===== config.mk =====
export PLATFORM = sky130hd
export DESIGN_NAME = sst_cell
export DESIGN_NICKNAME = d
export VERILOG_FILES = /design/src/rtl/small_set_table_defines.svh /design/src/rtl/sst_pkg.sv /design/src/rtl/sst_cell.sv
export SDC_FILE = /design/constraint.sdc
export NUM_CORES = 1
export LEC_CHECK = 0
export BUFFER_PORTS_ARGS = -buffer_cell sky130_fd_sc_hd__buf_2
export CORE_MARGIN = 8
export CORE_UTILIZATION = 47
export CTS_CLUSTER_SIZE = 28
export DETAILED_ROUTE_END_ITERATION = 16
export PLACE_DENSITY_LB_ADDON = 0.08
export SLEW_MARGIN = 30
export SYNTH_ARGS = -nofsm -noshare
export SYNTH_HDL_FRONTEND = slang
export SYNTH_SLANG_ARGS = --single-unit

===== constraint.sdc =====
create_clock -name clk -period 5 [get_ports clk]
set_clock_uncertainty 0.2 [all_clocks]
set_input_delay 0.5 -clock clk [delete_from_list [all_inputs] [get_ports clk]]
set_output_delay 0.5 -clock clk [all_outputs]
set_load 0.02 [all_outputs]

===== src/rtl/small_set_table_defines.svh =====
// assertion helpers used by small_set_table.sv
`ifndef SMALL_SET_TABLE_DEFINES_SVH
`define SMALL_SET_TABLE_DEFINES_SVH

// plain clocked check, off while in reset
`define SST_ASSERT(label, prop, msg) \
	label: assert property (@(posedge clk) disable iff (!arst_n) prop) else $error(msg);

// implication checked in the cycle after the condition
`define SST_ASSERT_NEXT(label, cond, prop, msg) \
	label: assert property (@(posedge clk) disable iff (!arst_n) (cond) |=> (prop)) \
		else $error(msg);

`endif


===== src/rtl/sst_pkg.sv =====
package sst_pkg;

	localparam int CAPACITY = 128;
	localparam int CNT_W    = $clog2(CAPACITY + 1);
	localparam int IDX_W    = $clog2(CAPACITY);
	localparam int NUM_W    = 32;
	localparam int CHR_W    = 8;
	localparam int ACT_W    = 2;
	localparam int TOT_W    = 8;
	localparam int IN_W     = 40;
	localparam int OUT_W    = 16;

	localparam logic [ACT_W-1:0] ACT_CLEAR  = 2'd0;
	localparam logic [ACT_W-1:0] ACT_INSERT = 2'd1;
	localparam logic [ACT_W-1:0] ACT_LOOKUP = 2'd2;
	localparam logic [ACT_W-1:0] ACT_REMOVE = 2'd3;

	typedef struct packed {
		logic signed [NUM_W-1:0] num;
		logic [CHR_W-1:0]        chr;
	} ent_t;

	typedef struct packed {
		logic [ACT_W-1:0]        action;
		logic signed [NUM_W-1:0] num;
		logic [CHR_W-1:0]        chr;
	} req_t;

	// token walking the row and the match seen so far
	typedef struct packed {
		logic tok;
		logic found;
	} link_t;

endpackage


===== src/rtl/sst_cell.sv =====
module sst_cell (
	input  logic                    clk,
	input  logic                    arst_n,
	input  logic [sst_pkg::IDX_W-1:0] idx,
	input  logic [sst_pkg::CNT_W-1:0] count,
	input  sst_pkg::req_t           req,
	input  sst_pkg::link_t          link_in,
	input  sst_pkg::ent_t           nbr_ent,
	output sst_pkg::link_t          link_out,
	output sst_pkg::ent_t           ent
);

	sst_pkg::ent_t ent_q;
	logic          tok_q;
	logic          found_q;
	logic          live;
	logic          hit;
	logic          do_ins;
	logic          do_shift;

	assign live     = sst_pkg::CNT_W'(idx) < count;
	assign hit      = live && ((ent_q.num == req.num) || (ent_q.chr == req.chr));
	assign do_ins   = link_in.tok && (req.action == sst_pkg::ACT_INSERT)
	                  && (sst_pkg::CNT_W'(idx) == count);
	// once a match is seen at or before this cell, pull the next entry down
	assign do_shift = link_in.tok && (req.action == sst_pkg::ACT_REMOVE)
	                  && live && (link_in.found || hit);

	always_ff @(posedge clk) begin
		if (do_ins) begin
			ent_q.num <= req.num;
			ent_q.chr <= req.chr;
		end else if (do_shift) begin
			ent_q <= nbr_ent;
		end
	end

	always_ff @(posedge clk or negedge arst_n) begin
		if (!arst_n) begin
			tok_q   <= 1'b0;
			found_q <= 1'b0;
		end else begin
			tok_q   <= link_in.tok;
			found_q <= link_in.tok && (link_in.found || hit);
		end
	end

	assign link_out.tok   = tok_q;
	assign link_out.found = found_q;
	assign ent            = ent_q;

endmodule


Yosys cells after proc, flatten, opt, wreduce, memory -nomap -nowiden
Index checks and enable logic that the tools add are counted.
Storage, ports and cells
  bits in registers: 42
  output and inout bits: 42
  input port bits: 101
  word-level logic and storage cells: 22
Cells by class
  order comparisons: 1
  multiplexer cells: 2
  equality and inequality tests: 5
  reductions and logical operators: 10
Operator list (count)
  40-bit 2-to-1 mux: 2
  32-bit equality test: 1
  7-bit by 8-bit equality test with 1-bit output: 1
  8-bit equality test: 1
  7-bit by 8-bit less-than comparator with 1-bit output: 1
  1-bit logical AND: 7
  2-bit by 1-bit equality test with 1-bit output, second input constant: 1
  2-bit equality test, second input constant: 1
  1-bit logical OR: 2
  2-bit nonzero test: 1

Depth between registers and ports, before layout
Gate-level depths: netlist (run 1).
  depth after elaboration: 7
  depth in mapped cells: 8

Least setup slack after synthesis (run 1)
No wires, ideal clock.
  kind: input -> register
  start: in count[5] in the netlist's numbering
  end: reg ent_q, in the netlist ent[0], enable pin
  data arrival time: 2.297 ns
  path slack: 2.102 ns
  required time: 4.400 ns
  stages on the path: 7
  buffers on the path: 0
  path through: inv_1 -> ha_1 -> a21o_1 -> a21oi_1 -> nor2_1 -> nor2_1 -> a31o_1
Between the ends
  longest elaborated chain between the ends: 5
RTL lines
  from (decl): RTL line sst_cell.sv:5  | input logic [sst_pkg::CNT_W-1:0] count,
  7-bit by 8-bit less-than comparator with 1-bit output: RTL line sst_cell.sv:21  | assign live = sst_pkg::CNT_W'(idx) < count;
  1-bit logical AND: RTL line sst_cell.sv:22  | assign hit = live && ((ent_q.num == req.num) || (ent_q.chr == req.chr));
  1-bit logical OR: RTL line sst_cell.sv:27  | && live && (link_in.found || hit);
  1-bit logical AND: RTL line sst_cell.sv:27
  2-bit nonzero test (no line) (*)
  to (signal assigned): RTL line sst_cell.sv:34  | ent_q <= nbr_ent;
  to (decl): RTL line sst_cell.sv:13  | sst_pkg::ent_t ent_q;
Every way passes the cells marked *; elsewhere a longest branch is shown, timed or not.
A chain may end at the register's enable or synchronous reset.

Final worst setup path (run 1)
  start: reg ent_q, in the netlist ent[37]
  end: reg ent_q, in the netlist ent[19], enable pin
Between the ends
  longest elaborated chain between the ends: 6
RTL lines (RTL line)
  32-bit equality test: sst_cell.sv:22
  1-bit logical OR: sst_cell.sv:22
  1-bit logical AND: sst_cell.sv:22
  1-bit logical OR: sst_cell.sv:27
  1-bit logical AND: sst_cell.sv:27
  2-bit nonzero test (no line)
Every way passes these cells.

==> metrics.md, run 1 <==
| Metric | Value |
|---|---|
| Outcome | completed |
| FF/Latch Area | 1250 µm² |
| Initial core utilization | 48.4% |
| Yosys cell types | 24 |
| Seq cells post-synth | 42 |
| Max-cap violations | 0 |
| Drt pass-1 iters | 4 |
| Number of CTS-inserted buffers | 5 |
| Antenna cells | 0 |
| Mapped cell area | 2460 µm² |
| Largest net degree at the start of global routing | 41 |
| Grt total ovfl | 0 |
| P_int | 555 µW |
| Hold WS | 0.161 ns |
| Seq/Total Area, Yosys | 50.9% |
| Ys Warns | 0 |
| Final period utilization | 52.6% |
| Worst VDD drop | 140 µV |
| Row count | 26 |
| Top cell type's share of synthesized area | 48.9% |
| Startpoint types | flop |
| Drt drc | 0 |
| Max FO, Critical Path | 40 |
| Routed len/inst | 14.6 µm |
| Clock power share | 27.9% |
| # IOs | 143 |
| Clock Tree Buf Depth | 2 |
| Worst EP arrival | 2.35 ns |
| Vias/cell | 4.66 |
| IO buf count | 142 |
| Leak Pwr | 1.67 nW |
| Non-filler instance count after layout | 468 |
| Util after Layout | 64.8% |
| Synth area leader | edfxtp_1 |
| Seq pwr share | 54.9% |
| ANT nets after route | 0 |
| Worst Setup Path Type | reg2reg |
| WL final | 6810 µm |
| Post-layout nets | 506 |
| Synthesized area per cell | 9.57 µm² |
| WP data required | 4.72 ns |
| H-tree depth | 2 |
| CTS tree | built |
| Commonest non-fill, non-tap cells in the layout | buf_2, nand2_1, xor2_1, edfxtp_1, nor4_1 |
| Power share of the combinational group | 17.2% |
| Fraction of layout instances using a drive strength above 1 | 38.2% |
| Initial DRC count | 115 |
| Antenna violations before repair | 0 |
| RSZ-0062 raised after global routing | false |
| Clock Latency Late Sink | 0.29 ns |
| Post-CTS Setup Inserts | 0 |
| Clock transition at path regs | 0.08 ns |
| Min Tclk post-route | 2.63 ns |
| Clk sinks | 42 |
| Synth Net Count | 365 |
| Placed insts | 460 |
| Slew Limit Headroom | 57.4% |
| Root Buffer | clkbuf_8 |
| Die X | 88.3 µm |
| Switching pwr | 182 µW |
| Setup-failing EPs final | 0 |
| Crit end category | flop |
| Commonest non-fill, non-tap cell in the layout | buf_2 |
| Die height | 88.3 µm |
| Final Max Slew Viols | 0 |
| Final hold vios | 0 |
| Setup ws final | 2.37 ns |
| Vias | 2179 |
| FMAX | 0.380 GHz |
| Top cells by area, synth | edfxtp_1, nand2_1, xor2_1, ha_1, nor4_1 |
| Layout area overhead | 33.7% |
| Fillers | 456 |
| DP HPWL | 5410 µm |
| RePlAce Congestion | 0.819 |
| Vias in the first global route | 2298 |
| Switching portion of total power | 24.7% |
| Pre-CTS setup slack | 2.17 ns |
| Min-Delay Path Class | in2reg |
| Area of the multi-input gates | 1110 µm² |
| Synth Instances | 257 |
| Setup_tns | 0 ns |
| Area of the die | 7800 µm² |
| GR Util All Layers | 17.3% |
| Worst slew pin tran | 0.639 ns |
| Power per cell area | 224 nW/µm² |
| Core Region | 5070 µm² |
| First-pass GRT wire length | 10500 µm |
==> synth_stat cells <==
| master | instances |
|---|---|
| a21o_1 | 1 |
| a21oi_1 | 4 |
| a31o_1 | 1 |
| and3_1 | 1 |
| buf_2 | 5 |
| buf_4 | 2 |
| buf_6 | 4 |
| dfrtp_1 | 2 |
| edfxtp_1 | 40 |
| ha_1 | 7 |
| inv_1 | 7 |
| nand2_1 | 120 |
| nand3b_1 | 1 |
| nand4_1 | 3 |
| nand4b_4 | 1 |
| nor2_1 | 2 |
| nor2b_1 | 1 |
| nor3_2 | 1 |
| nor4_1 | 10 |
| o211a_1 | 1 |
| o211ai_1 | 1 |
| o21ai_1 | 1 |
| or3_1 | 1 |
| xor2_1 | 40 |
==> flip-flops by register name (all words and copies together), names as in the netlist <==
signal	cells
ent	40
found_q	1
tok_q	1
==> critical path, cell delays in order (launching register included) <==
cell and delay (ns):
edfxtp_1 0.41, xor2_1 0.16, nor4_1 0.48, nand4_1 0.19, o21ai_1 0.24, a31o_4 0.57
==> power by group through the flow <==
stage / clock network (mW) / registers, mW / logic [mW]
2_1_floorplan: 0 / 0.425 / 0.0486
5_1_grt: 0.221 / 0.406 / 0.142
3_3_place_gp: 0 / 0.412 / 0.124
6_report: 0.205 / 0.405 / 0.127
4_1_cts: 0.211 / 0.405 / 0.129
3_5_place_dp: 0 / 0.412 / 0.128
==> cells by family after synthesis <==
logic type | synth area share [%]
adders and majority gates | 3.56
xor gates and xnor gates | 14.2
DFF | 50.9
buffers and inverters | 4.53
AOI/OAI and AO/OA | 2.39
and+or+nand+nor | 24.4
==> through the flow <==
stage	total power, mW	cell area, µm²
2_1_floorplan	0.474	2460
3_3_place_gp	0.537	3190
3_5_place_dp	0.540	3200
4_1_cts	0.745	3290
5_1_grt	0.769	3290
6_report	0.737	3290
==> routing by layer <==
metal	vias to the layer above	GRT usage (%)	routed length, µm
li1	1130	-	-
met4	0	5.68	110
met3	11	5.66	629
met1	950	19.7	2670
met5	-	0	0
met2	88	29.6	3400
==> path summary, 6_finish.rpt <==
kind | slack [ns] | end | depth (start not counted) | start
max | 2.37 | ent[19]$_DFFE_PP_ | 5 | ent[37]$_DFFE_PP_
min in group asynchronous | 0.33 | found_q$_DFF_PN0_ | 2 | arst_n
max reg2reg | 2.37 | ent[19]$_DFFE_PP_ | 5 | ent[37]$_DFFE_PP_
min reg2reg | 0.73 | found_q$_DFF_PN0_ | 5 | ent[15]$_DFFE_PP_
max in group asynchronous | 4.18 | tok_q$_DFF_PN0_ | 2 | arst_n
min | 0.16 | tok_q$_DFF_PN0_ | 1 | link_in[1]
==> cell type report <==
type | count | share of cell area (%)
timing repair buffer | 145 | 22.4
sequential | 42 | 38.1
inverter | 7 | 0.799
clock buffer | 7 | 2.32
tap | 70 | 2.66
multi-input combinational | 197 | 33.8
==> what timing repair did <==
action                                 4_1_cts  5_1_grt
hold buffers                                 1        0
endpoints found under the hold margin        2        0
gates resized for setup                      0        0
(Power assumes the default switching activity.)
==> run 2: changes to the inputs <==
--- a/config.mk
+++ b/config.mk
@@ -7,7 +7,7 @@
 export LEC_CHECK = 0
 export BUFFER_PORTS_ARGS = -buffer_cell sky130_fd_sc_hd__buf_2
 export CORE_MARGIN = 8
-export CORE_UTILIZATION = 47
+export CORE_UTILIZATION = 40
 export CTS_CLUSTER_SIZE = 28
 export DETAILED_ROUTE_END_ITERATION = 16
 export PLACE_DENSITY_LB_ADDON = 0.08
==> constraint.sdc (replaced) <==
create_clock -name clk -period 2.26 [get_ports clk]
set_clock_uncertainty 0.2 [all_clocks]
set_input_delay 0.226 -clock clk [delete_from_list [all_inputs] [get_ports clk]]
set_output_delay 0.226 -clock clk [all_outputs]
set_load 0.02 [all_outputs]
==> run 2 against run 1 <==
  * Via count increased by 8.7%
  * Worst hold slack worse by 0.15 ns
  * Non-clock buffer count rose by 40
  * Utilization down 1.5 points
  * Global-route usage decreased by 0.18 points
  * First-iteration DRC count is 43% lower
  * Final cell count rose by 9.8%
  * Register-to-register slack worse by 2.4 ns
  * Sequential cell count did not move
  * Sequential share of layout area down 4.7 points
  * Cell area rose by 14%
  * Highest routed layer unchanged
==> metrics.md, run 2 (same netlist as run 1, synthesis figures left out) <==
| Metric | Value |
|---|---|
| Met1 WL | 2870 µm (+7.2%) |
| Worst r2r dst | ent[33]$_DFFE_PP_ |
| Worst Setup Path Type | reg2reg |
| IO buf count | 142 (unchanged) |
| Placed insts | 473 (+2.8%) |
| Worst slew pin tran | 0.358 ns (-0.281 ns) |
| Met2 WL | 3720 µm (+9.5%) |
| Drt pass-1 iters | 4 (unchanged) |
| Final Max Slew Viols | 0 (unchanged) |
| Startpoint types | flop |
| Design area | 3750 µm² (+14%) |
| Die X | 94.4 µm (+6.9%) |
| RePlAce Congestion | 0.764 (-6.8%) |
| Vias in the first global route | 2598 (+13%) |
| Critical Path End | ent[33]$_DFFE_PP_ |
| H-tree depth | 2 (unchanged) |
| RSZ-0062 raised after global routing | true |
| Reg2Reg Setup Slack | 0.009 ns (-2.36 ns) |
| Post-layout nets | 546 (+7.9%) |
| Crit path launch | ent[23]$_DFFE_PP_ |
| Drt drc | 0 (unchanged) |
| Reg-to-Reg Start | ent[23]$_DFFE_PP_ |
| Vias/cell | 4.61 (-1.1%) |
| Antenna violations before repair | 0 (unchanged) |
| # IOs | 143 (unchanged) |
| First-pass GRT wire length | 12000 µm (+14%) |
| Die height | 94.4 µm (+6.9%) |
| Row count | 28 (+7.7%) |
| Total power | 1.71 mW (+130%) |
| Final period utilization | 99.6% (+47 points) |
| Commonest non-fill, non-tap cell in the layout | buf_2 |
| Fillers | 532 (+17%) |
| ANT nets after route | 0 (unchanged) |
| Max FO, Critical Path | 15 (-63%) |
| Root Buffer | clkbuf_8 |
| Largest net degree at the start of global routing | 33 (-20%) |
| Worst hold start | nbr_ent[6] |
| Grt total ovfl | 0 (unchanged) |
| Clock Latency Late Sink | 0.29 ns (about the same) |
| Hold WS | 0.00660 ns (-0.154 ns) |
| Layout area overhead | 52.5% |
| CTS tree | built |
| Clock transition at path regs | 0.08 ns (about the same) |
| WL met3 | 744 µm (+18%) |
| DP HPWL | 5720 µm (+5.8%) |
| Initial DRC count | 65 (-43%) |
| Setup_tns | 0 ns (unchanged) |
| Max incr delay on CP | 0.40 ns (-0.17 ns) |
| Setup ws final | 0.00937 ns (-2.36 ns) |
| Initial core utilization | 41.5% (-6.9 points) |
| Routed len/inst | 14.5 µm (-0.13%) |
| Pre-CTS setup slack | -0.0622 ns (-2.23 ns) |
| Clock Tree Buf Depth | 2 (unchanged) |
| Slew Limit Headroom | 75.9% (+19 points) |
| Crit end category | flop |
| Power per cell area | 456 nW/µm² (+100%) |
| Outcome | completed |
| FF/Latch Area | 1250 µm² (unchanged) |
| Antenna cells | 0 (unchanged) |
| Non-filler instance count after layout | 514 (+9.8%) |
| Core Region | 5920 µm² (+17%) |
| GR Util All Layers | 17.1% (-0.18 points) |
| Number of CTS-inserted buffers | 5 (unchanged) |
| Max-cap violations | 0 (unchanged) |
| Worst VDD drop | 329 µV (+130%) |
| Util after Layout | 63.3% (-1.5 points) |
| WL final | 7470 µm (+9.7%) |
| Top Layer Used | met4 |
| Fraction of layout instances using a drive strength above 1 | 38.3% (+0.078 points) |
| Setup-failing EPs final | 0 (unchanged) |
| Area of the multi-input gates | 1140 µm² (+2.6%) |
| Vias | 2368 (+8.7%) |
| Max reg flops | 40 (unchanged) |
| Commonest non-fill, non-tap cells in the layout | buf_2, nand2_1, xor2_1, edfxtp_1, dlygate4sd3_1 |
| Min Tclk post-route | 2.25 ns (-0.381 ns) |
| FMAX | 0.444 GHz (+17%) |
| R2R cell count | 6 (+1) |
| CP max-delay cell | edfxtp_1 |
| Area of the die | 8910 µm² (+14%) |
| WP data required | 2.06 ns (-2.66 ns) |
| Min-Delay Path Class | in2reg |
| Clk sinks | 42 (unchanged) |
| Final hold vios | 0 (unchanged) |
| Crit-path cells | xor2_1 > nor4_2 > nand4_1 > o21ai_2 > a31o_4 > buf_12 |
| Worst EP arrival | 2.05 ns (-0.30 ns) |
| Leak Pwr | 1.87 nW (+12%) |
| Area post-placement | 3310 µm² (+3.2%) |
[run 2: repair_timing]
item,in CTS,in global routing
gates cloned,0,0
setup endpoints to repair,40,40
hold buffers,31,1
endpoints found under the hold margin,33,1
gates resized for setup,2,3
setup buffers,0,1
pin swaps,0,2
[run 2: worst min-delay path by stage]
stage	slack, ns	cells past startpoint	end
3_5_place_dp	-0.19	1	tok_q$_DFF_PN0_
5_1_grt	0.0002	3	ent[6]$_DFFE_PP_
3_3_place_gp	-0.19	1	tok_q$_DFF_PN0_
6_report	0.007	3	ent[6]$_DFFE_PP_
2_1_floorplan	-0.27	0	found_q$_DFF_PN0_
4_1_cts	0.00004	3	ent[30]$_DFFE_PP_
[run 2: final cells by class]
class,instances,share of cell area (%)
timing repair buffer,185,30.7
clock inverter,2,0.367
sequential,42,33.4
clock buffer,6,1.94
tap,75,2.50
inverter,7,0.701
multi-input combinational,197,30.4
[run 2: power by group]
group / internal (mW) / total, mW / switching (mW) / leakage (nW)
Combinational: 0.180 / 0.345 / 0.165 / 1.44
Sequential: 0.880 / 0.894 / 0.0141 / 0.387
Clock: 0.218 / 0.472 / 0.254 / 0.0452
Total: 1.28 / 1.71 / 0.433 / 1.87
[run 2: per-layer routing]
| metal | global-route usage (%) | up-vias |
|---|---|---|
| met5 | 0 | - |
| met4 | 5.02 | 0 |
| met2 | 29.7 | 97 |
| li1 | - | 1210 |
| met1 | 19.0 | 1050 |
| met3 | 6.35 | 11 |
[run 2: worst max-delay path, delay by kind of cell (launching register included)]
| family | cells | cell delay, ns |
|---|---|---|
| buf+inv | 1 | 0.16 |
| simple gates | 2 | 0.60 |
| compound gates | 2 | 0.42 |
| xor+xnor | 1 | 0.18 |
| flops | 1 | 0.40 |
==> run 3: changes to the inputs <==
--- a/config.mk
+++ b/config.mk
@@ -10,6 +10,7 @@
 export CORE_UTILIZATION = 40
 export CTS_CLUSTER_SIZE = 28
 export DETAILED_ROUTE_END_ITERATION = 16
+export GPL_TIMING_DRIVEN = 0
 export PLACE_DENSITY_LB_ADDON = 0.08
 export SLEW_MARGIN = 30
 export SYNTH_ARGS = -nofsm -noshare
==> run 3 against run 2 <==
  * The flow now finishes with violations (hold timing)
  * Worst hold slack worse by 0.0068 ns
  * Clock-buffer cell count unchanged
  * Utilization increased by 2.7 points
  * Non-clock buffer count increased by 8
  * Routed wire length grew 14%
  * Global-route usage increased by 1.5 points
  * Critical path type unchanged
  * First-iteration DRC count decreased by 14%
  * Register-to-register slack is essentially flat
  * Die area unchanged
  * Fmax up 0.44%
  * Largest power group unchanged
  * Sequential power barely moved
  * Critical path depth is the same
==> metrics.md, run 3 (same netlist as run 1, synthesis figures left out) <==
| Metric | Value |
|---|---|
| Setup-failing EPs final | 0 (unchanged) |
| WP data required | 2.07 ns (about the same) |
| Design area | 3910 µm² (+4.3%) |
| Drt pass-1 iters | 4 (unchanged) |
| Clk sinks | 42 (unchanged) |
| Power per cell area | 447 nW/µm² (-2.0%) |
| RePlAce Congestion | 0.775 (+1.5%) |
| Max-cap violations | 0 (unchanged) |
| Worst EP arrival | 2.05 ns (about the same) |
| Worst VDD drop | 274 µV (-17%) |
| Antenna cells | 0 (unchanged) |
| ANT nets after route | 0 (unchanged) |
| Final Max Slew Viols | 0 (unchanged) |
| Clock Tree Buf Depth | 2 (unchanged) |
| GR Util All Layers | 18.5% (+1.5 points) |
| CP max-delay cell | edfxtp_1 |
| Commonest non-fill, non-tap cells in the layout | buf_2, nand2_1, xor2_1, edfxtp_1, dlygate4sd3_1 |
| Pre-CTS setup slack | -0.356 ns (-0.293 ns) |
| Initial core utilization | 41.5% (unchanged) |
| DP HPWL | 5820 µm (+1.6%) |
| Leak Pwr | 1.94 nW (+3.8%) |
| Vias/cell | 4.73 (+2.7%) |
| Failing checks | hold timing |
| Commonest non-fill, non-tap cell in the layout | buf_2 |
| H-tree depth | 2 (unchanged) |
| # IOs | 143 (unchanged) |
| Vias | 2499 (+5.5%) |
| Non-filler instance count after layout | 528 (+2.7%) |
| Root Buffer | clkbuf_8 |
| Outcome | finished with violations |
| Min Tclk post-route | 2.24 ns (-0.00992 ns) |
| Post-layout nets | 560 (+2.6%) |
| Number of CTS-inserted buffers | 5 (unchanged) |
| Area of the die | 8910 µm² (unchanged) |
| Worst Setup Path Type | reg2reg |
| Drt drc | 0 (unchanged) |
| FMAX | 0.446 GHz (+0.44%) |
| Slew Limit Headroom | 60.6% (-15 points) |
| Final period utilization | 99.1% (-0.44 points) |
| Antenna violations before repair | 0 (unchanged) |
| Grt total ovfl | 0 (unchanged) |
| Clock transition at path regs | 0.09 ns (about the same) |
| Die X | 94.4 µm (unchanged) |
| Crit path max-delay family | simple AND/OR/NAND/NOR gates |
| Vias in the first global route | 2627 (+1.1%) |
| Placed insts | 474 (+0.21%) |
| First-pass GRT wire length | 13000 µm (+7.7%) |
| Min-Delay Path Class | in2reg |
| Largest net degree at the start of global routing | 13 (-61%) |
| Startpoint types | flop |
| Max reg flops | 40 (unchanged) |
| Crit-path cells | xor2_1 > nor4_2 > nand4_1 > o21ai_4 > buf_12 > a31o_4 |
| Final hold vios | 1 (+1) |
| Setup ws final | 0.0193 ns (+0.00992 ns) |
| CTS tree | built |
| Worst slew pin tran | 0.589 ns (+0.230 ns) |
| Initial DRC count | 56 (-14%) |
| Area post-placement | 3270 µm² (-1.0%) |
| Core Region | 5920 µm² (unchanged) |
| Layout area overhead | 59.1% |
| Crit end category | flop |
| WL final | 8490 µm (+14%) |
| IO buf count | 142 (unchanged) |
| Row count | 28 (unchanged) |
| Critical path buffers and inverters | 1 (unchanged) |
| Fraction of layout instances using a drive strength above 1 | 38.9% (+0.58 points) |
| RSZ-0062 raised after global routing | true |
| Die height | 94.4 µm (unchanged) |
| Fillers | 501 (-5.8%) |
| Max FO, Critical Path | 10 (-5) |
| Routed len/inst | 16.1 µm (+11%) |
| Clock Latency Late Sink | 0.30 ns (about the same) |
| Hold WS | -0.000233 ns (-0.00683 ns) |
| Max incr delay on CP | 0.43 ns (+0.03 ns) |
[run 3: cell count changes in the layout (fill, tap and decap cells not counted), moves of 2 or more]
cell | before | now
buf_12 | 3 | 1
a31o_4 | 1 | 6
buf_4 | 8 | 2
dlygate4sd3_1 | 32 | 39
buf_2 | 142 | 147
buf_6 | 0 | 4
[run 3: path summary, 6_finish.rpt]
kind / slack (ns) / cells after the start / from / end
min in group asynchronous: 0.04 / 2 / arst_n / found_q$_DFF_PN0_
max in group asynchronous: 1.72 / 2 / arst_n / tok_q$_DFF_PN0_
min: -0.0002 / 3 / nbr_ent[12] / ent[12]$_DFFE_PP_
min reg2reg: 0.87 / 6 / ent[12]$_DFFE_PP_ / found_q$_DFF_PN0_
max reg2reg: 0.02 / 6 / ent[32]$_DFFE_PP_ / ent[25]$_DFFE_PP_
max: 0.02 / 6 / ent[32]$_DFFE_PP_ / ent[25]$_DFFE_PP_
[run 3: area by class of cell]
type	instances	area [µm²]	area share (%)
sequential	42	1250	32.0
inverter	7	26.3	0.672
clock buffer	6	72.6	1.86
multi-input combinational	203	1250	32.0
buffer	11	85.1	2.18
tap	75	93.8	2.40
clock inverter	2	8.76	0.224
timing repair buffer	182	1120	28.7
[run 3: repair_timing]
action                                  4_1_cts  5_1_grt
hold buffers                                 39        0
resized for setup                            11        3
setup buffers                                 1        0
endpoints found under the setup margin       40       49
endpoints found under the hold margin        40        0
gates cloned                                  6        0
pin swaps                                     7        7
[run 3: report_power, final]
part           internal (mW)  leakage (nW)  switching [mW]
registers              0.880         0.387          0.0146
clock network          0.213        0.0426           0.273
logic                  0.191          1.51           0.178
[run 3: stage by stage]
stage          power [mW]  TNS [ns]  hold slack [ns]  utilization [%]
2_1_floorplan        1.05         0           -0.270                -
3_3_place_gp         1.19    -15.04           -0.189             55.3
3_5_place_dp         1.20    -14.16           -0.188             55.3
4_1_cts              1.75   -0.0377        0.0000844             65.8
5_1_grt              1.81    -0.579          0.00949             66.1
6_report             1.75         0        -0.000233             66.1
[run 3: per-layer routing]
layer	share of wire, %	global-route usage, %	routed length [µm]	vias up
met4	0.97	4.10	82	0
li1	-	-	-	1255
met2	51	33.1	4340	97
met3	9.2	6.11	780	8
met1	39	20.8	3280	1139
met5	0	0	0	-
[run 3: worst register-to-register path, stage by stage (launching register included)]
cell and delay (ns):
edfxtp_1 0.43, xor2_1 0.17, nor4_2 0.28, nand4_1 0.25, o21ai_4 0.22, buf_12 0.15
a31o_4 0.24
